### src/rtl/ccf_pkg.sv
// shared types and constants of the cobs frame decoder with crc check
package ccf_pkg;

    localparam int DEF_MAX_PACKET = 36;
    localparam int PAY_MAX        = 32;
    localparam int MIN_PACKET     = 4;
    localparam int CFG_IDX_W      = 2;

    localparam logic [15:0] CRC_INIT = 16'hffff;
    localparam logic [15:0] CRC_POLY = 16'h1021;

    localparam logic [7:0] CODE_FULL = 8'hff;

    localparam logic [2:0] ST_OK   = 3'd0;
    localparam logic [2:0] ST_LEN  = 3'd1;
    localparam logic [2:0] ST_COBS = 3'd2;
    localparam logic [2:0] ST_TYPE = 3'd3;
    localparam logic [2:0] ST_CRC  = 3'd4;

    localparam logic [CFG_IDX_W-1:0] REG_TYPE_A = 2'd0;
    localparam logic [CFG_IDX_W-1:0] REG_TYPE_B = 2'd1;
    localparam logic [CFG_IDX_W-1:0] REG_TYPE_C = 2'd2;

    // frame summary handed from the receive side to the result side
    typedef struct packed {
        logic       cobs_err;
        logic       too_short;
        logic       len_bad;
        logic       crc_bad;
        logic [7:0] msg_type;
        logic [7:0] pay_len;
    } t_rx_status;

endpackage

### src/rtl/ccf_ifs.sv
// valid/ready channel interfaces for frame bytes, results and configuration
interface ccf_frame_if;
    logic       valid;
    logic       ready;
    logic [7:0] frame_byte;
    logic       frame_end;

    modport source (output valid, output frame_byte, output frame_end, input ready);
    modport sink (input valid, input frame_byte, input frame_end, output ready);
endinterface

interface ccf_result_if;
    logic       valid;
    logic       ready;
    logic [2:0] status;
    logic [7:0] msg_type;
    logic [5:0] pay_len;
    logic [7:0] payload_byte;
    logic [4:0] byte_index;
    logic       last;

    modport source (output valid, output status, output msg_type, output pay_len,
                    output payload_byte, output byte_index, output last, input ready);
    modport sink (input valid, input status, input msg_type, input pay_len,
                  input payload_byte, input byte_index, input last, output ready);
endinterface

interface ccf_cfg_if;
    logic       valid;
    logic       ready;
    logic [1:0] index;
    logic [7:0] data;

    modport source (output valid, output index, output data, input ready);
    modport sink (input valid, input index, input data, output ready);
endinterface

### src/rtl/ccf_cobs_rx.sv
// cobs unstuffing, running crc and packet memory with a registered read port
module ccf_cobs_rx #(
    parameter int MAX_PACKET = ccf_pkg::DEF_MAX_PACKET,
    parameter int AW         = $clog2(MAX_PACKET)
) (
    input  logic                i_clk,
    input  logic                i_rst_n,
    input  logic                i_take,
    input  logic [7:0]          i_byte,
    input  logic                i_clear,
    input  logic                i_rd_en,
    input  logic [AW-1:0]       i_rd_addr,
    output logic [7:0]          o_rd_data,
    output ccf_pkg::t_rx_status o_status
);
    import ccf_pkg::*;

    localparam int CW = $clog2(MAX_PACKET + 1);

    function automatic logic [15:0] crc16_feed(input logic [15:0] crc, input logic [7:0] b);
        logic [15:0] c;
        c = crc ^ {b, 8'h00};
        for (int k = 0; k < 8; k++) begin
            if (c[15]) begin
                c = (c << 1) ^ CRC_POLY;
            end else begin
                c = c << 1;
            end
        end
        return c;
    endfunction

    logic [7:0]    r_mem [MAX_PACKET];
    logic [7:0]    r_rd_data;

    logic [CW-1:0] r_count;
    logic [7:0]    r_grp;
    logic          r_full;
    logic          r_owed;
    logic          r_failed;
    logic [15:0]   r_crc;
    logic [7:0]    r_prev1;
    logic [7:0]    r_prev2;
    logic [7:0]    r_type;
    logic [7:0]    r_len;

    logic [7:0]    n_grp;
    logic          n_full;
    logic          n_owed;
    logic          n_failed;
    logic          w_store_req;
    logic [7:0]    w_store_val;
    logic          w_room;
    logic          w_store;

    assign w_room  = (r_count < CW'(MAX_PACKET));
    assign w_store = w_store_req && w_room;

    always_comb begin
        n_grp       = r_grp;
        n_full      = r_full;
        n_owed      = r_owed;
        n_failed    = r_failed;
        w_store_req = 1'b0;
        w_store_val = i_byte;
        if (i_take && !r_failed) begin
            if (r_grp == 8'd0) begin
                if (i_byte == 8'd0) begin
                    n_failed = 1'b1;
                end else if (r_owed && !w_room) begin
                    // trailing zero of the previous group overflows the packet
                    w_store_req = 1'b1;
                    w_store_val = 8'd0;
                    n_failed    = 1'b1;
                end else begin
                    if (r_owed) begin
                        w_store_req = 1'b1;
                        w_store_val = 8'd0;
                    end
                    n_grp  = i_byte - 8'd1;
                    n_full = (i_byte == CODE_FULL);
                    n_owed = (i_byte == 8'd1);
                end
            end else begin
                w_store_req = 1'b1;
                if (!w_room) begin
                    n_failed = 1'b1;
                end else begin
                    n_grp = r_grp - 8'd1;
                    if (r_grp == 8'd1) begin
                        n_owed = !r_full;
                    end
                end
            end
        end
    end

    always_ff @(posedge i_clk) begin
        if (!i_rst_n || i_clear) begin
            r_count  <= '0;
            r_grp    <= 8'd0;
            r_full   <= 1'b0;
            r_owed   <= 1'b0;
            r_failed <= 1'b0;
            r_crc    <= CRC_INIT;
        end else begin
            r_grp    <= n_grp;
            r_full   <= n_full;
            r_owed   <= n_owed;
            r_failed <= n_failed;
            if (w_store) begin
                r_count <= r_count + CW'(1);
                // crc trails the newest two bytes, which may be the received crc
                if (r_count >= CW'(2)) begin
                    r_crc <= crc16_feed(r_crc, r_prev2);
                end
            end
        end
    end

    always_ff @(posedge i_clk) begin
        if (w_store) begin
            r_mem[r_count[AW-1:0]] <= w_store_val;
            r_prev1 <= w_store_val;
            r_prev2 <= r_prev1;
            if (r_count == CW'(0)) begin
                r_type <= w_store_val;
            end
            if (r_count == CW'(1)) begin
                r_len <= w_store_val;
            end
        end
        if (i_rd_en) begin
            r_rd_data <= r_mem[i_rd_addr];
        end
    end

    assign o_rd_data          = r_rd_data;
    assign o_status.cobs_err  = r_failed || (r_grp != 8'd0);
    assign o_status.too_short = (r_count < CW'(MIN_PACKET));
    assign o_status.len_bad   = (r_len > 8'(PAY_MAX))
                             || (9'(r_count) != ({1'b0, r_len} + 9'(MIN_PACKET)));
    assign o_status.crc_bad   = ({r_prev1, r_prev2} != r_crc);
    assign o_status.msg_type  = r_type;
    assign o_status.pay_len   = r_len;

endmodule

### src/rtl/cobs_crc_frame_decoder.sv
// top level of the cobs frame decoder: frame checks, payload readout, config registers
//
//   channel   dir  handshake     carries
//   i_frame   in   valid/ready   frame_byte, frame_end
//   o_result  out  valid/ready   status, msg_type, pay_len, payload_byte,
//                                byte_index, last
//   i_cfg     in   valid/ready   index, data (known type codes)
//
// frame bytes transfer one per cycle while receiving; the unstuffer stores at most
// one decoded byte per cycle into the packet memory.
// after the last byte the frame is judged; an error or empty payload gives its single
// result in the judge state, otherwise each payload byte takes a memory read, then an
// output register load, and input is held off until the last result has been loaded.
// reset is synchronous and clears control state; the packet memory is not cleared.
// the output register holds a result under stall while the next frame is received.
module cobs_crc_frame_decoder #(
    parameter int MAX_PACKET = ccf_pkg::DEF_MAX_PACKET
) (
    input  logic  i_clk,
    input  logic  i_rst_n,
    ccf_frame_if.sink    i_frame,
    ccf_result_if.source o_result,
    ccf_cfg_if.sink      i_cfg
);
    import ccf_pkg::*;

    localparam int AW = $clog2(MAX_PACKET);

    localparam logic [1:0] S_RX    = 2'd0;
    localparam logic [1:0] S_JUDGE = 2'd1;
    localparam logic [1:0] S_READ  = 2'd2;
    localparam logic [1:0] S_WAIT  = 2'd3;

    logic [1:0]    r_state;
    logic [AW-1:0] r_idx;
    logic [7:0]    r_type_a;
    logic [7:0]    r_type_b;
    logic [7:0]    r_type_c;

    logic          r_out_valid;
    logic [2:0]    r_out_status;
    logic [7:0]    r_out_type;
    logic [5:0]    r_out_len;
    logic [7:0]    r_out_byte;
    logic [4:0]    r_out_idx;
    logic          r_out_last;

    t_rx_status    w_rx;
    logic [7:0]    w_rd_data;
    logic          w_accept;
    logic          w_take;
    logic          w_clear;
    logic          w_rd_en;
    logic          w_out_free;
    logic          w_out_load;
    logic          w_type_known;
    logic [2:0]    w_status;
    logic          w_final;

    assign i_frame.ready = (r_state == S_RX);
    assign w_accept      = i_frame.valid && i_frame.ready;
    // a zero closing the frame is a delimiter, not data
    assign w_take        = w_accept && !(i_frame.frame_end && (i_frame.frame_byte == 8'd0));
    assign w_out_free    = !r_out_valid || o_result.ready;
    assign w_clear       = (r_state == S_JUDGE) && w_out_free;
    assign w_rd_en       = (r_state == S_READ);
    assign w_final       = ((8'(r_idx) + 8'd1) == w_rx.pay_len);
    assign w_out_load    = w_out_free && ((r_state == S_WAIT) || ((r_state == S_JUDGE)
                           && ((w_status != ST_OK) || (w_rx.pay_len == 8'd0))));

    ccf_cobs_rx #(
        .MAX_PACKET (MAX_PACKET),
        .AW         (AW)
    ) u_rx (
        .i_clk     (i_clk),
        .i_rst_n   (i_rst_n),
        .i_take    (w_take),
        .i_byte    (i_frame.frame_byte),
        .i_clear   (w_clear),
        .i_rd_en   (w_rd_en),
        .i_rd_addr (r_idx + AW'(2)),
        .o_rd_data (w_rd_data),
        .o_status  (w_rx)
    );

    assign w_type_known = (w_rx.msg_type == r_type_a) || (w_rx.msg_type == r_type_b)
                       || (w_rx.msg_type == r_type_c);

    always_comb begin
        if (w_rx.cobs_err) begin
            w_status = ST_COBS;
        end else if (w_rx.too_short) begin
            w_status = ST_LEN;
        end else if (!w_type_known) begin
            w_status = ST_TYPE;
        end else if (w_rx.len_bad) begin
            w_status = ST_LEN;
        end else if (w_rx.crc_bad) begin
            w_status = ST_CRC;
        end else begin
            w_status = ST_OK;
        end
    end

    always_ff @(posedge i_clk) begin
        if (!i_rst_n) begin
            r_state     <= S_RX;
            r_idx       <= '0;
            r_out_valid <= 1'b0;
        end else begin
            if (w_out_load) begin
                r_out_valid <= 1'b1;
            end else if (o_result.valid && o_result.ready) begin
                r_out_valid <= 1'b0;
            end
            unique case (r_state)
                S_RX: begin
                    if (w_accept && i_frame.frame_end) begin
                        r_state <= S_JUDGE;
                    end
                end
                S_JUDGE: begin
                    if (w_out_free) begin
                        r_idx <= '0;
                        if ((w_status != ST_OK) || (w_rx.pay_len == 8'd0)) begin
                            r_state <= S_RX;
                        end else begin
                            r_state <= S_READ;
                        end
                    end
                end
                S_READ: begin
                    r_state <= S_WAIT;
                end
                S_WAIT: begin
                    if (w_out_free) begin
                        r_idx   <= r_idx + AW'(1);
                        r_state <= w_final ? S_RX : S_READ;
                    end
                end
                default: begin
                    r_state <= S_RX;
                end
            endcase
        end
    end

    // result payload
    always_ff @(posedge i_clk) begin
        if ((r_state == S_JUDGE) && w_out_free) begin
            r_out_status <= w_status;
            r_out_type   <= (w_status == ST_OK) ? w_rx.msg_type : 8'd0;
            r_out_len    <= 6'd0;
            r_out_byte   <= 8'd0;
            r_out_idx    <= 5'd0;
            r_out_last   <= 1'b1;
        end else if ((r_state == S_WAIT) && w_out_free) begin
            r_out_status <= ST_OK;
            r_out_type   <= w_rx.msg_type;
            r_out_len    <= w_rx.pay_len[5:0];
            r_out_byte   <= w_rd_data;
            r_out_idx    <= 5'(r_idx);
            r_out_last   <= w_final;
        end
    end

    assign o_result.valid        = r_out_valid;
    assign o_result.status       = r_out_status;
    assign o_result.msg_type     = r_out_type;
    assign o_result.pay_len      = r_out_len;
    assign o_result.payload_byte = r_out_byte;
    assign o_result.byte_index   = r_out_idx;
    assign o_result.last         = r_out_last;

    // configuration registers
    assign i_cfg.ready = 1'b1;

    always_ff @(posedge i_clk) begin
        if (!i_rst_n) begin
            r_type_a <= 8'd1;
            r_type_b <= 8'd2;
            r_type_c <= 8'd3;
        end else if (i_cfg.valid && i_cfg.ready) begin
            unique case (i_cfg.index)
                REG_TYPE_A: r_type_a <= i_cfg.data;
                REG_TYPE_B: r_type_b <= i_cfg.data;
                REG_TYPE_C: r_type_c <= i_cfg.data;
                default: ;
            endcase
        end
    end

    a_end_to_judge: assert property (@(posedge i_clk) disable iff (!i_rst_n)
        (w_accept && i_frame.frame_end) |=> (r_state == S_JUDGE))
        else $error("frame end transfer did not start judging");

    a_wait_after_read: assert property (@(posedge i_clk) disable iff (!i_rst_n)
        (r_state == S_WAIT) |-> ($past(r_state) == S_READ || $past(r_state) == S_WAIT))
        else $error("payload load without a memory read");

    a_error_result_empty: assert property (@(posedge i_clk) disable iff (!i_rst_n)
        (r_out_valid && (r_out_status != ST_OK)) |->
            (r_out_last && (r_out_byte == 8'd0) && (r_out_idx == 5'd0) && (r_out_len == 6'd0)))
        else $error("error result carries payload fields");

endmodule
### src/flat_wrapper.sv
// flat-port wrapper written by rule: the top's interface ports become plain ports
module cobs_crc_frame_decoder_flat import ccf_pkg::*;
#(
    parameter int MAX_PACKET = ccf_pkg::DEF_MAX_PACKET
)
  (i_clk, i_rst_n, i_frame_valid, i_frame_frame_byte, i_frame_frame_end, i_frame_ready, o_result_valid, o_result_status, o_result_msg_type, o_result_pay_len, o_result_payload_byte, o_result_byte_index, o_result_last, o_result_ready, i_cfg_valid, i_cfg_index, i_cfg_data, i_cfg_ready);
  ccf_frame_if i_frame_i ();
  ccf_result_if o_result_i ();
  ccf_cfg_if i_cfg_i ();
  input  logic i_clk;
  input  logic i_rst_n;
  input wire logic [$bits(i_frame_i.valid)-1:0] i_frame_valid;
  input wire logic [$bits(i_frame_i.frame_byte)-1:0] i_frame_frame_byte;
  input wire logic [$bits(i_frame_i.frame_end)-1:0] i_frame_frame_end;
  output wire logic [$bits(i_frame_i.ready)-1:0] i_frame_ready;
  output wire logic [$bits(o_result_i.valid)-1:0] o_result_valid;
  output wire logic [$bits(o_result_i.status)-1:0] o_result_status;
  output wire logic [$bits(o_result_i.msg_type)-1:0] o_result_msg_type;
  output wire logic [$bits(o_result_i.pay_len)-1:0] o_result_pay_len;
  output wire logic [$bits(o_result_i.payload_byte)-1:0] o_result_payload_byte;
  output wire logic [$bits(o_result_i.byte_index)-1:0] o_result_byte_index;
  output wire logic [$bits(o_result_i.last)-1:0] o_result_last;
  input wire logic [$bits(o_result_i.ready)-1:0] o_result_ready;
  input wire logic [$bits(i_cfg_i.valid)-1:0] i_cfg_valid;
  input wire logic [$bits(i_cfg_i.index)-1:0] i_cfg_index;
  input wire logic [$bits(i_cfg_i.data)-1:0] i_cfg_data;
  output wire logic [$bits(i_cfg_i.ready)-1:0] i_cfg_ready;
  assign i_frame_i.valid = i_frame_valid;
  assign i_frame_i.frame_byte = i_frame_frame_byte;
  assign i_frame_i.frame_end = i_frame_frame_end;
  assign i_frame_ready = i_frame_i.ready;
  assign o_result_valid = o_result_i.valid;
  assign o_result_status = o_result_i.status;
  assign o_result_msg_type = o_result_i.msg_type;
  assign o_result_pay_len = o_result_i.pay_len;
  assign o_result_payload_byte = o_result_i.payload_byte;
  assign o_result_byte_index = o_result_i.byte_index;
  assign o_result_last = o_result_i.last;
  assign o_result_i.ready = o_result_ready;
  assign i_cfg_i.valid = i_cfg_valid;
  assign i_cfg_i.index = i_cfg_index;
  assign i_cfg_i.data = i_cfg_data;
  assign i_cfg_ready = i_cfg_i.ready;
  cobs_crc_frame_decoder #(.MAX_PACKET(MAX_PACKET)) u_core (.i_clk(i_clk), .i_rst_n(i_rst_n), .i_frame(i_frame_i), .o_result(o_result_i), .i_cfg(i_cfg_i));
endmodule
### config.mk
export PLATFORM = sky130hd
export DESIGN_NAME = cobs_crc_frame_decoder_flat
export DESIGN_NICKNAME = d
export VERILOG_FILES = /design/src/rtl/ccf_pkg.sv /design/src/rtl/ccf_ifs.sv /design/src/rtl/ccf_cobs_rx.sv /design/src/rtl/cobs_crc_frame_decoder.sv /design/src/flat_wrapper.sv
export SDC_FILE = /design/constraint.sdc
export NUM_CORES = 1
export LEC_CHECK = 0
export ABC_AREA = 1
export ABC_CLOCK_PERIOD_IN_PS = 3900
export BUFFER_PORTS_ARGS = -buffer_cell sky130_fd_sc_hd__buf_2
export CAP_MARGIN = 10
export CORE_MARGIN = 2
export CORE_UTILIZATION = 45
export CTS_CLUSTER_SIZE = 12
export DETAILED_ROUTE_END_ITERATION = 6
export MAX_ROUTING_LAYER = met4
export SYNTH_ARGS = -nofsm -noshare
export SYNTH_HDL_FRONTEND = slang
export SYNTH_SLANG_ARGS = --single-unit
### constraint.sdc
create_clock -name i_clk -period 3.9 [get_ports i_clk]
set_clock_uncertainty 0.2 [all_clocks]
set_input_delay 1.17 -clock i_clk [delete_from_list [all_inputs] [get_ports i_clk]]
set_output_delay 1.17 -clock i_clk [all_outputs]
set_load 0.02 [all_outputs]
=== Word level (Yosys, flattened, before mapping) ===
Memory sizes are Yosys's and may differ from the RTL's. A register that Yosys moved wholly into a read port is not among the register bits.
Index checks and enable logic that the tools add are counted.

* Bits in registers: 129
* Latch bits: 0
* Memory bits (writable): 288
* Bits in read-only memories: 0
* Bits of input ports: 24
* Output and inout port bits: 34
* Word-level logic and storage cells: 194
* Memories: 1

* $add $sub $neg: 7
* $mul: 0
* Div/mod/pow operators: 0
* Order comparisons: 4
* Equal/unequal tests: 22
* Shift-type cells: 0
* Multiplexer cells: 75
* Bitwise operators: 11
* Reduce and logical (&&, ||, !) cells: 52

{| class="wikitable"
|+ Memory list
! memory !! depth !! bits a word !! read ports !! clocked after memory_dff !! write ports !! line !! RTL
|-
| u_core.u_rx.r_mem || 36 || 8 || 1 || 1 || 1 || ccf_cobs_rx.sv:33 || <nowiki>logic [7:0] r_mem [MAX_PACKET];</nowiki>
|}

{| class="wikitable"
|+ Operators with widths
! cell !! count
|-
| 16-bit two-way mux || 21
|-
| 13-bit two-way mux || 8
|-
| 8-bit two-way mux || 12
|-
| 8-bit == test || 4
|-
| 8-bit logical NOT || 3
|-
| 3-bit inverter || 8
|-
| 3-bit two-way mux || 7
|-
| 1-bit two-way mux || 18
|-
| 8-bit by 1-bit == test with 1-bit output, second input constant || 2
|-
| 16-bit != test || 1
|-
| 8-bit by 1-bit subtractor with 8-bit output, second input constant || 2
|-
| 16-bit bitwise XOR || 1
|-
| 6-bit by 1-bit adder with 6-bit output, second input constant || 2
|-
| 1-bit logical AND || 12
|-
| 6-bit two-way mux || 2
|-
| 6-bit one-hot mux with 2 select lines || 1
|-
| 2-bit AND reduction || 6
|-
| 2-bit two-way mux || 5
|-
| 2-bit nonzero test || 5
|-
| 8-bit by 3-bit adder with 9-bit output, second input constant || 1
|-
| 6-bit by 9-bit != test with 1-bit output || 1
|-
| 3-bit AND reduction || 3
|-
| 8-bit == test, second input constant || 1
|-
| 8-bit by 6-bit greater-than comparator with 1-bit output, second input constant || 1
|-
| 22 further kinds || 44
|}

=== Depth between registers and ports, before layout ===
Gate-level depths: netlist of run 1.

* Depth after elaboration: 42
* Depth in mapped cells: 15
* Mapped depth without buffers: 15

=== By module ===
From an unflattened synthesis of run 1, not the netlist that was laid out.

* Cells, all modules: 1839
* Area total of the unflattened synthesis: 18495.2 um^2

{| class="wikitable"
|+ Modules (own cells, without submodules)
! module !! instances !! cells an instance !! area an instance (um^2) !! sequential area each (um^2)
|-
| ccf_cobs_rx || 1 || 1473 || 15564.9 || 10510.1
|-
| cobs_crc_frame_decoder || 1 || 366 || 2930.3 || 1391.3
|}

=== Worst setup path before layout of run 1 ===
No wires, ideal clock.

* Path type: input port to flip-flop
* Start point: input port i_frame_frame_byte[5]
* End point: register u_core.u_rx.r_len[0], data pin
* Setup time: 0.439 ns
* Arrival time: 3.100 ns
* Slack: 0.160 ns
* Stages on the path: 9
* Path buffers: 0
* Path through: inv_2 -> nand2_2 -> nor3_4 -> nand3_4 -> nor2_2 -> nor2_1 -> nand2_1 -> inv_1 -> a31oi_1

* Longest elaborated chain between the ends: 6
* Elaborated cells between the ends (all ways): 8
* Classes of those cells: mux (3); reduce/logical (5)

{| class="wikitable"
|+ Ends and longest elaborated chain
! what !! line !! RTL
|-
| start, declared || flat_wrapper.sv:13 || <nowiki>input wire logic [$bits(i_frame_i.frame_byte)-1:0] i_frame_frame_byte;</nowiki>
|-
| 8-bit logical NOT (*) || ccf_cobs_rx.sv:68, cobs_crc_frame_decoder.sv:63 ||
|-
| 1-bit logical AND || cobs_crc_frame_decoder.sv:63 || <nowiki>assign w_take = w_accept && !(i_frame.frame_end && (i_frame.frame_byte == 8'd0));</nowiki>
|-
| 1-bit logical NOT || cobs_crc_frame_decoder.sv:63 ||
|-
| 1-bit logical AND || cobs_crc_frame_decoder.sv:63 ||
|-
| 1-bit logical AND || ccf_cobs_rx.sv:66 || <nowiki>if (i_take && !r_failed) begin</nowiki>
|-
| 8-bit two-way mux (*) || ccf_cobs_rx.sv:66 ||
|-
| named net u_core.u_rx.w_store_val[0] || ccf_cobs_rx.sv:52 || <nowiki>logic [7:0] w_store_val;</nowiki>
|-
| end signal, assigned || ccf_cobs_rx.sv:130 || <nowiki>r_len <= w_store_val;</nowiki>
|-
| end, declared || ccf_cobs_rx.sv:45 || <nowiki>logic [7:0] r_len;</nowiki>
|}

The timed path passes the listed nets; every way through them passes the cells marked *.
A chain may end at the register's enable or synchronous reset.

=== Final worst setup path of run 1 ===
* Start point: register u_core.r_idx[2]
* End point: register u_core.u_rx.r_rd_data[1] (netlist: u_core.u_rx.o_rd_data[1]), read port of u_core.u_rx.r_mem, data pin

* Longest elaborated chain between the ends: 1

{| class="wikitable"
|+ Ends and longest elaborated chain
! what !! line !! RTL
|-
| start, declared || cobs_crc_frame_decoder.sv:35 || <nowiki>logic [AW-1:0] r_idx;</nowiki>
|-
| start signal, assigned || cobs_crc_frame_decoder.sv:137 || <nowiki>r_idx <= r_idx + AW'(1);</nowiki>
|-
| 6-bit by 2-bit adder with 6-bit output || cobs_crc_frame_decoder.sv:81 || <nowiki>.i_rd_addr (r_idx + AW'(2)),</nowiki>
|-
| end, declared || ccf_cobs_rx.sv:34 || <nowiki>logic [7:0] r_rd_data;</nowiki>
|}

Every way passes these cells.

==> results by group, run 1 <==
Run status
  • Status: finished, final reports clean

Timing
  • Fmax achieved: 300 MHz
  • Crit share post-route: a little under nine tenths
  • Max_slew headroom: 36.8%
  • Slew Limit Fails: 0
  • RSZ-0062 raised after global routing: false
  • Fin Setup TNS: 0 ns
  • Final hold vios: 0
  • Slew @ Worst Pin: 0.945 ns
  • Final min period: between 3 and 4 ns
  • Setup violators final: 0

Clock network
  • CTS clk-pin slew, worst paths: 0.06 ns
  • CTS tree: done
  • Clock Sinks: between 400 and 500
  • Clock Latency Late Sink: about 0.56 ns
  • Clock Root Buffer: clkbuf_16
  • Post-CTS setup buffers: 0
  • Total CTS buffers: 44
  • Hold buffers post-CTS: 0
  • Clk buf depth: 3
  • H-tree Lvls: 2
  • CTS-repair resized insts: 0

Setup path
  • CP max FO: 24
  • Reg2Reg Launch Point: u_core.r_idx[2]
  • Req. time, crit path: 3.96 ns
  • R2r worst-path depth: 6
  • FF-to-FF End: u_core.u_rx.o_rd_data[1]
  • Slowest Stage Delay on Critical Path: 0.91 ns
  • Setup crit end kind: flop
  • Worst setup SP type: flop
  • R2R setup slack: 0.57 ns
  • Worst Path Class, Setup: flop to flop
  • CP most frequent cell: o21ai_0
  • Slowest CP cell: ha_1
  • CP top delay family: compound AO/OA/AOI/OAI gates
  • Arrival time worst endpoint: 3.40 ns
  • Buf/Inv on CP: 1
  • Worst-path cell chain: ha_1 -> inv_1 -> o21ai_0 -> o22ai_1 -> o21ai_0 -> o21ai_1

Cells and area
  • N_diodes: 0
  • Share of cells above drive strength 1: 13.5%
  • Final core occ: 52.2%
  • # nets final: 1769
  • Final cell count without fillers: 2286
  • Cell area after layout: 20700 um2
  • Max FFs per register: 288
  • Synthesis-to-layout area growth: 15.1%

Synthesis
  • Syn. warnings: 0
  • Syn Inst Count: 1625
  • Most instantiated library cell after synthesis: edfxtp_1
  • Synth area leaders: edfxtp_1 57%, dfxtp_1 9.6%, nor2_1 6.4%, o21ai_0 6.4%, nand2_1 2.9%
  • Synth top area share: 56.7%
  • Ys async rst share: 0%
  • Synthesized net count: 1663
  • Post-Syn Area: between 15000 and 20000 um2
  • #FFs+latches synth: 425
  • Cell taking the most area after synthesis: edfxtp_1
  • Post-synth cell types: 49
  • Commonest cells in the netlist: 339 x edfxtp_1, 308 x nor2_1, 228 x o21ai_0
  • Main flop type after synthesis: edfxtp_1
  • Register area share after synthesis: 66.3%
  • Avg Synthesized Cell Area: 11.0 um2
  • EDFF count, synth: 339

Floorplanning
  • Initial Utilization: 45.4%
  • IO Pins: 58
  • Die ar.: 41500 um2
  • Area of the core: between 30000 and 40000 um2
  • DIE WIDTH: 204 um
  • Die H: 204 um
  • Row cnt: 73

Global route
  • Total gr overflow: 0
  • Overall routing resource usage: approximately 23%
  • First-pass GRT wire length: 70600 um
  • Initial antenna violation count: 0
  • Vias in the first global route: 12202
  • Largest net degree at the start of global routing: 61

Place
  • I/O Buffers: between 50 and 60
  • Placed Area: 19300 um2
  • GP Congestion: 0.873
  • Detailed Place HPWL: a little under 30000 um
  • Dpl cells: 2210

Detailed routing
  • Number of remaining DRC errors: 0
  • Via/cell ratio: 5.53
  • Post-DRT Antenna Nets: 0
  • DRT iter0 DRCs: 1356
  • Vias: 12651
  • Average wire per standard cell: 20.2 um
  • Drt pass-1 iters: 6
  • Final WL: 46100 um

Power and ir drop
  • Maximum VDD drop: 0.000286 V
  • Power per cell area: about 500 nW/um2
  • P_leak: 7.32 nW

Worst hold path
  • WHS Endpoint: u_core.o_result.payload_byte[4]
  • Hold path depth: 1
  • Hold_sp: u_core.u_rx.o_rd_data[4]
  • Hold crit path type: flop to flop

Job
  • Max Cap Viol: 0
-- worst max-delay path by stage --
stage / start / end / cells past startpoint
3_3_place_gp: i_frame_frame_byte[1] / u_core.u_rx.r_mem[12][5] / 12
4_1_cts: u_core.r_idx[2] / u_core.u_rx.o_rd_data[1] / 6
6_report: u_core.r_idx[2] / u_core.u_rx.o_rd_data[1] / 6
2_1_floorplan: i_frame_frame_byte[5] / u_core.u_rx.r_len[0] / 9
5_1_grt: u_core.r_idx[2] / u_core.u_rx.o_rd_data[2] / 6
3_5_place_dp: i_frame_frame_byte[1] / u_core.u_rx.r_mem[12][6] / 12
-- final cells by class --
type,instances,area (um2)
clock inverters,8,50.0
flip-flops and latches,425,11900
clock buffers,68,1290
inverters,93,359
well taps,525,657
multi-input cells,1032,5420
repair buffers,135,973
fillers,3406,18900
-- power by group --
| part | switching (mW) | total, mW | internal [mW] |
|---|---|---|---|
| Sequential | 0.119 | 5.19 | 5.07 |
| Combinational | 0.623 | 0.956 | 0.333 |
| Clock | 1.67 | 3.95 | 2.27 |
-- kinds of logic after synthesis --
logic type / share of synthesized area, %
AO/OA/AOI/OAI: 13.1
XOR/XNOR: 3.32
adder cells (fa/ha/maj): 0.976
buffers and inverters: 3.90
flip-flops: 66.3
other: 0.0209
AND/OR/NAND/NOR: 12.4
-- through the flow --
stage               hold slack [ns]  setup WS [ns]  power (mW)
floorplan                     0.236          0.160        5.91
global placement              0.238          0.276        6.23
detailed placement            0.240          0.259        6.24
CTS                           0.239          0.641        10.2
global route                  0.254          0.435        10.5
finish                        0.244          0.567        10.1
-- per-layer routing --
metal / vias to the layer above / share of wire, % / track usage [%]
met5: - / 0 / -
met4: 0 / 2.7 / 7.64
met3: 92 / 7.3 / 4.14
met2: 518 / 46 / 35.0
met1: 6063 / 44 / 31.4
li1: 5978 / - / -
-- cell usage in the layout (no fill, tap or decap), drive strengths merged, types with 14 or more instances in the layout --
cell type / netlist / layout
xor2: 22 / 22
inv: 93 / 93
o211ai: 21 / 21
buf: 27 / 135
nand3: 41 / 41
o21ai: 249 / 249
dfxtp: 86 / 86
a21oi: 49 / 49
ha: 14 / 14
edfxtp: 339 / 339
o22ai: 61 / 61
clkbuf: 48 / 68
nor2: 314 / 314
nand2: 144 / 144
xnor2: 46 / 46
Note: power is estimated with default switching activity, not from simulation.
==> run 2: changes to the inputs <==
--- a/config.mk
+++ b/config.mk
@@ -6,7 +6,7 @@
 export NUM_CORES = 1
 export LEC_CHECK = 0
 export ABC_AREA = 1
-export ABC_CLOCK_PERIOD_IN_PS = 3900
+export ABC_CLOCK_PERIOD_IN_PS = 4100
 export BUFFER_PORTS_ARGS = -buffer_cell sky130_fd_sc_hd__buf_2
 export CAP_MARGIN = 10
 export CORE_MARGIN = 2
==> constraint.sdc (replaced) <==
create_clock -name i_clk -period 4.1 [get_ports i_clk]
set_clock_uncertainty 0.2 [all_clocks]
set_input_delay 1.23 -clock i_clk [delete_from_list [all_inputs] [get_ports i_clk]]
set_output_delay 1.23 -clock i_clk [all_outputs]
set_load 0.02 [all_outputs]
==> run 2 against run 1 <==
Effect of this change: non-clock buffer count is 14 lower; sequential power is 4.8% lower; clock-buffer cell count is 4 lower; sequential share of layout area is 0.41 points higher; highest routed layer unchanged.
==> results by group, run 2 (synthesis results as in run 1) <==
Run status
  • Status: finished, final reports clean

Setup path
  • Worst setup SP type: flop
  • Reg2Reg Launch Point: u_core.r_idx[2]
  • Worst Path Class, Setup: flop to flop
  • CP max FO: 24 (unchanged)
  • CP top delay family: compound AO/OA/AOI/OAI gates
  • Slowest Stage Delay on Critical Path: 0.89 ns (-0.02 ns)
  • Buf/Inv on CP: 1 (unchanged)
  • Setup crit end kind: flop
  • Slowest CP cell: ha_1
  • R2r worst-path depth: 6 (unchanged)
  • Arrival time worst endpoint: 3.46 ns (+0.06 ns)
  • Req. time, crit path: 4.15 ns (+0.19 ns)
  • R2R setup slack: 0.69 ns (+0.12 ns)
  • Worst-path cell chain: ha_1 -> inv_1 -> o21ai_0 -> o22ai_1 -> o21ai_0 -> o21ai_1
  • CP most frequent cell: o21ai_0
  • FF-to-FF End: u_core.u_rx.o_rd_data[4]

Timing
  • Max_slew headroom: 24.6% (-12 points)
  • Crit share post-route: 83.2% (-2.3 points)
  • Slew Limit Fails: 0 (unchanged)
  • Fmax achieved: 293 MHz (-2.3%)
  • Fin Setup TNS: 0 ns (unchanged)
  • Final hold vios: 0 (unchanged)
  • Slew @ Worst Pin: 1.13 ns (+0.182 ns)
  • Final min period: 3.41 ns (+0.0779 ns)
  • Setup violators final: 0 (unchanged)
  • RSZ-0062 raised after global routing: false

Place
  • GP Congestion: 0.853 (-2.4%)
  • Detailed Place HPWL: 29300 um (-0.53%)
  • Placed Area: 19200 um2 (-0.48%)
  • I/O Buffers: 56 (unchanged)

Clock network
  • Total CTS buffers: 44 (unchanged)
  • Post-CTS setup buffers: 0 (unchanged)
  • Clock Latency Late Sink: 0.55 ns (about the same)
  • Clock Sinks: 425 (unchanged)
  • CTS clk-pin slew, worst paths: 0.06 ns (about the same)
  • CTS tree: done
  • Clock Root Buffer: clkbuf_16
  • Hold buffers post-CTS: 0 (unchanged)
  • CTS-repair resized insts: 0 (unchanged)
  • Clk buf depth: 3 (unchanged)
  • H-tree Lvls: 2 (unchanged)

Worst hold path
  • Hold path depth: 1 (unchanged)
  • WHS Endpoint: u_core.o_result.payload_byte[7]
  • Hold crit path type: flop to flop
  • Hold_sp: u_core.u_rx.o_rd_data[7]

Global route
  • Overall routing resource usage: 22.7% (-0.32 points)
  • Initial antenna violation count: 1 (+1)
  • Vias in the first global route: 11976 (-1.9%)
  • Largest net degree at the start of global routing: 86 (+41%)
  • Total gr overflow: 0 (unchanged)
  • First-pass GRT wire length: 70100 um (-0.60%)

Cells and area
  • Most frequent cells in the layout: 339 x edfxtp_1, 302 x nor2_1, 228 x o21ai_0, 138 x nand2_1, 84 x dfxtp_1
  • Share of cells above drive strength 1: 12.7% (-0.81 points)
  • Synthesis-to-layout area growth: 14.3%
  • Most common cell after layout, fill and taps aside: edfxtp_1
  • # nets final: 1755 (-0.79%)
  • Max FFs per register: 288 (unchanged)
  • N_diodes: 0 (unchanged)
  • Cell area after layout: 20500 um2 (-0.71%)

Job
  • Max Cap Viol: 0 (unchanged)

Detailed routing
  • Average wire per standard cell: 20.0 um (-0.88%)
  • Final WL: 45400 um (-1.5%)
  • Vias: 12454 (-1.6%)
  • Via/cell ratio: 5.48 (-0.95%)
  • Post-DRT Antenna Nets: 0 (unchanged)
  • DRT iter0 DRCs: 1378 (+1.6%)
  • Number of remaining DRC errors: 0 (unchanged)
  • Drt pass-1 iters: 5 (-1)

Power and ir drop
  • Power per cell area: 461 nW/um2 (-5.5%)
  • Maximum VDD drop: 0.000268 V (-6.5%)
  • P_leak: 7.23 nW (-1.1%)

Floorplanning
  • Initial Utilization: 45.4% (unchanged)
  • Row cnt: 73 (unchanged)
  • DIE WIDTH: 204 um (unchanged)
  • Die H: 204 um (unchanged)
  • IO Pins: 58 (unchanged)
  • Area of the core: 39500 um2 (unchanged)
  • Die ar.: 41500 um2 (unchanged)
-- run 2: cell count changes in the layout (fill, tap and decap cells not counted), moves of 2 or more --
cell	change
buf_4	-15
clkbuf_16	-3
clkbuf_4	-2
clkinv_1	+2
-- run 2: worst max path at each step --
| stage | endpoint | cells after the start | start |
|---|---|---|---|
| 4_1_cts | u_core.u_rx.o_rd_data[4] | 6 | u_core.r_idx[2] |
| 6_report | u_core.u_rx.o_rd_data[4] | 6 | u_core.r_idx[2] |
| 3_5_place_dp | u_core.u_rx.r_mem[16][4] | 11 | i_frame_frame_byte[6] |
| 3_3_place_gp | u_core.u_rx.r_mem[25][4] | 11 | i_frame_frame_byte[6] |
| 5_1_grt | u_core.u_rx.o_rd_data[4] | 6 | u_core.r_idx[2] |
| 2_1_floorplan | u_core.u_rx.r_len[0] | 9 | i_frame_frame_byte[5] |
-- run 2: area by class of cell --
type | count | area [um2]
inverter | 93 | 359
clock inverter | 12 | 71.3
multi-input combinational | 1032 | 5420
fill | 3420 | 19000
tap | 525 | 657
timing repair buffer | 121 | 881
clock buffer | 64 | 1220
sequential | 425 | 11900
-- run 2: metrics by stage --
step           setup WS [ns]  cells  hold WS, ns  util [%]  total power, mW
6_report               0.689   2272        0.254      51.9             9.47
5_1_grt                0.460   2272        0.274      51.9             9.80
4_1_cts                0.674   2272        0.257      51.9             9.53
3_5_place_dp           0.260   2196        0.242      48.6             5.92
3_3_place_gp           0.309   2196        0.236      48.6             5.91
2_1_floorplan          0.300   1625        0.236         -             5.62
-- run 2: report_power, final --
group / internal [mW] / switching [mW]
clock: 2.05 / 1.59
sequential: 4.83 / 0.112
combinational: 0.309 / 0.581
total: 7.19 / 2.28
-- run 2: metal layers --
metal  GRT usage [%]  routed length (um)  vias to the layer above
met4            5.87                 881                        0
met3            3.63                3210                       74
met2            35.0               20900                      468
met5               -                   0                        -
li1                -                   -                     5947
met1            31.4               20400                     5965
==> run 3: changes to the inputs <==
--- a/config.mk
+++ b/config.mk
@@ -5,8 +5,8 @@
 export SDC_FILE = /design/constraint.sdc
 export NUM_CORES = 1
 export LEC_CHECK = 0
-export ABC_AREA = 1
-export ABC_CLOCK_PERIOD_IN_PS = 4100
+export ABC_AREA = 0
+export ABC_CLOCK_PERIOD_IN_PS = 3000
 export BUFFER_PORTS_ARGS = -buffer_cell sky130_fd_sc_hd__buf_2
 export CAP_MARGIN = 10
 export CORE_MARGIN = 2
==> constraint.sdc (replaced) <==
create_clock -name i_clk -period 3 [get_ports i_clk]
set_clock_uncertainty 0.2 [all_clocks]
set_input_delay 0.9 -clock i_clk [delete_from_list [all_inputs] [get_ports i_clk]]
set_output_delay 0.9 -clock i_clk [all_outputs]
set_load 0.02 [all_outputs]
==> run 3 against run 2 <==
Effect of this change: sequential share of layout area shrank 1.7 points; largest cell class unchanged; final area grew 3.1%; non-clock buffer count grew 40; largest power group unchanged; clock power grew 44%; wire length shrank 8.3%; synthesized area shrank 0.98%; total power grew 45%; via count shrank 17%; flip-flop and latch count is the same; worst setup slack lost 0.63 ns; maximum frequency grew 16%; global-route usage shrank 1.6 points.
==> results by group, run 3 <==
Run status
  • Status: finished, final reports clean

Timing
  • Final hold vios: 0 (unchanged)
  • Worst hold slack: 0.233 ns (-0.0205 ns)
  • Setup violators final: 0 (unchanged)
  • Fin Setup TNS: 0 ns (unchanged)
  • Max_slew headroom: 43.7% (+19 points)
  • Final min period: 2.95 ns (-0.465 ns)
  • Slew Limit Fails: 0 (unchanged)
  • Slew @ Worst Pin: 0.842 ns (-0.285 ns)
  • Final worst setup slack: 0.0540 ns (-0.635 ns)
  • Crit share post-route: 98.2% (+15 points)
  • Fmax achieved: 339 MHz (+16%)

Synthesis
  • Post-synth cell types: 61 (+24%)
  • Synth top area share: 57.3% (+0.56 points)
  • Register area share after synthesis: 67.0% (+0.66 points)
  • Synthesized net count: 1218 (-27%)
  • Synth area leaders: edfxtp_1 57%, dfxtp_1 9.7%, mux4_2 9.1%, xor2_1 2.6%, mux2i_1 2.1%
  • Main flop type after synthesis: edfxtp_1
  • Ys async rst share: 0% (unchanged)
  • Syn. warnings: 0 (unchanged)
  • Syn Inst Count: 1180 (-27%)
  • Avg Synthesized Cell Area: 15.1 um2 (+36%)
  • EDFF count, synth: 339 (unchanged)
  • Most instantiated library cell after synthesis: edfxtp_1
  • Cell taking the most area after synthesis: edfxtp_1
  • Post-Syn Area: 17800 um2 (-0.98%)
  • Commonest cells in the netlist: 339 x edfxtp_1, 86 x dfxtp_1, 72 x mux4_2, 72 x nand2_1, 68 x nor2_1
  • #FFs+latches synth: 425 (unchanged)

Clock network
  • Clock Root Buffer: clkbuf_16
  • CTS clk-pin slew, worst paths: 0.06 ns (about the same)
  • CTS tree: done
  • Clock Sinks: 425 (unchanged)
  • H-tree Lvls: 2 (unchanged)
  • Clock Latency Late Sink: 0.55 ns (about the same)
  • Total CTS buffers: 45 (+2.3%)
  • Hold buffers post-CTS: 0 (unchanged)
  • Clk buf depth: 3 (unchanged)

Detailed routing
  • Number of remaining DRC errors: 0 (unchanged)
  • Average wire per standard cell: 22.3 um (+12%)
  • Drt pass-1 iters: 5 (unchanged)
  • Via/cell ratio: 5.56 (+1.4%)
  • Post-DRT Antenna Nets: 0 (unchanged)
  • Vias: 10375 (-17%)
  • DRT iter0 DRCs: 979 (-29%)
  • Final WL: 41600 um (-8.3%)

Setup path
  • CP max FO: 8 (-67%)
  • Arrival time worst endpoint: 3.14 ns (-0.32 ns)
  • Setup crit end kind: flop
  • Worst setup SP type: flop
  • Worst Path Class, Setup: flop to flop
  • Req. time, crit path: 3.19 ns (-0.96 ns)

Cells and area
  • Most frequent cells in the layout: 339 x edfxtp_1, 90 x buf_4, 84 x dfxtp_1, 72 x nand2_1, 72 x mux4_2
  • Synthesis-to-layout area growth: 19.0%
  • # nets final: 1358 (-23%)
  • Max FFs per register: 288 (unchanged)
  • Fillcell total: 3068 (-10%)
  • Register Area: 11900 um2 (about the same)
  • N_diodes: 0 (unchanged)
  • Most common cell after layout, fill and taps aside: edfxtp_1
  • Share of cells above drive strength 1: 27.1% (+14 points)
  • Multi-input logic area: 5890 um2 (+8.5%)
  • Final cell count without fillers: 1867 (-18%)

Place
  • I/O Buffers: 56 (unchanged)
  • GP Congestion: 0.840 (-1.4%)
  • Dpl cells: 1788 (-19%)
  • Detailed Place HPWL: 27300 um (-6.6%)
  • Pre-CTS WS: -0.393 ns (-0.653 ns)

Job
  • Max Cap Viol: 0 (unchanged)

Global route
  • Initial antenna violation count: 0 (-1)
  • Total gr overflow: 0 (unchanged)
  • Overall routing resource usage: 21.1% (-1.6 points)
  • First-pass GRT wire length: 63600 um (-9.3%)
  • Largest net degree at the start of global routing: 63 (-27%)
  • Vias in the first global route: 10290 (-14%)

Power and ir drop
  • Maximum VDD drop: 0.000371 V (+39%)
  • P_leak: 7.09 nW (-2.0%)
  • Final Power: 13.7 mW (+45%)
  • Power per cell area: 648 nW/um2 (+41%)

Worst hold path
  • Hold crit path type: flop to flop

Floorplanning
  • Die ar.: 41100 um2 (-0.96%)
  • DIE WIDTH: 203 um (-0.48%)
  • IO Pins: 58 (unchanged)
  • Area of the core: 38800 um2 (-1.8%)
  • Row cnt: 72 (-1.4%)
  • Initial Utilization: 45.8% (+0.39 points)
  • Die H: 203 um (-0.48%)
==> run 3: changes by cell type after synthesis, sizes merged, moves of 30 or more <==
cell / delta
mux4: +72
inv: -77
nor2: -246
nand2: -72
o21ai: -205
a21oi: -32
xor2: +31
mux2i: +37
o22ai: -59
nor2b: +30
==> run 3: timing repair <==
action	4_1_cts	5_1_grt
gates resized for setup	0	17
buffers inserted	0	3
setup endpoints to repair	0	41
==> run 3: cells by family (layout without fill, tap and decap cells) <==
kind of cell | after synthesis | count (layout) | synth area share [%]
flip-flops | 425 | 425 | 67.0
adder cells (fa/ha/maj) | 14 | 14 | 0.986
multiplexers | 109 | 109 | 11.2
XOR/XNOR | 90 | 90 | 4.52
other | 1 | 1 | 0.0211
buffers and inverters | 84 | 253 | 1.88
AND/OR/NAND/NOR | 309 | 309 | 8.67
AO/OA/AOI/OAI | 148 | 148 | 5.76
==> run 3: path summary, 6_finish.rpt <==
| kind | start | endpoint | slack, ns | cells past startpoint |
|---|---|---|---|---|
| min | u_core.o_result.payload_byte[4] | u_core.o_result.payload_byte[4] | 0.23 | 2 |
| max reg2reg | u_core.u_rx.r_len[3] | u_core.o_result.msg_type[4] | 0.05 | 7 |
| min reg2reg | u_core.o_result.payload_byte[4] | u_core.o_result.payload_byte[4] | 0.23 | 2 |
| max | u_core.u_rx.r_len[3] | u_core.o_result.msg_type[4] | 0.05 | 7 |
==> run 3: area by class of cell <==
type / instances / area share (%)
repair buffers: 161 / 5.94
well taps: 518 / 3.07
inverters: 16 / 0.284
flip-flops and latches: 425 / 56.3
clock buffers: 61 / 6.07
multi-input cells: 671 / 27.8
clock inverters: 15 / 0.473
==> run 3: where the power goes <==
| part | switching (mW) | internal, mW | leakage (nW) |
|---|---|---|---|
| Clock | 2.19 | 3.06 | 0.685 |
| Sequential | 0.178 | 6.64 | 3.76 |
| Combinational | 0.993 | 0.646 | 2.64 |
| Total | 3.37 | 10.3 | 7.09 |
==> run 3: through the flow <==
step / cell area (um2) / utilization, %
floorplan: 18100 / -
global placement: 19700 / 50.7
detailed placement: 19700 / 50.7
CTS: 21100 / 54.2
global route: 21100 / 54.5
finish: 21100 / 54.5
==> run 3: critical path, stage by stage, from the launching register on <==
cell	delay, ns
edfxtp_1	0.40
inv_2	0.11
ha_4	0.13
or4b_4	0.45
a2111o_1	0.41
or3_4	0.34
a2111o_2	0.59
a21boi_2	0.17
==> run 3: per-layer routing <==
metal,up-vias,wire length (um),global-route usage [%]
li1,4811,-,-
met2,301,18900,31.5
met1,5188,19700,30.6
met4,0,862,5.47
met5,-,0,-
met3,75,2130,3.16
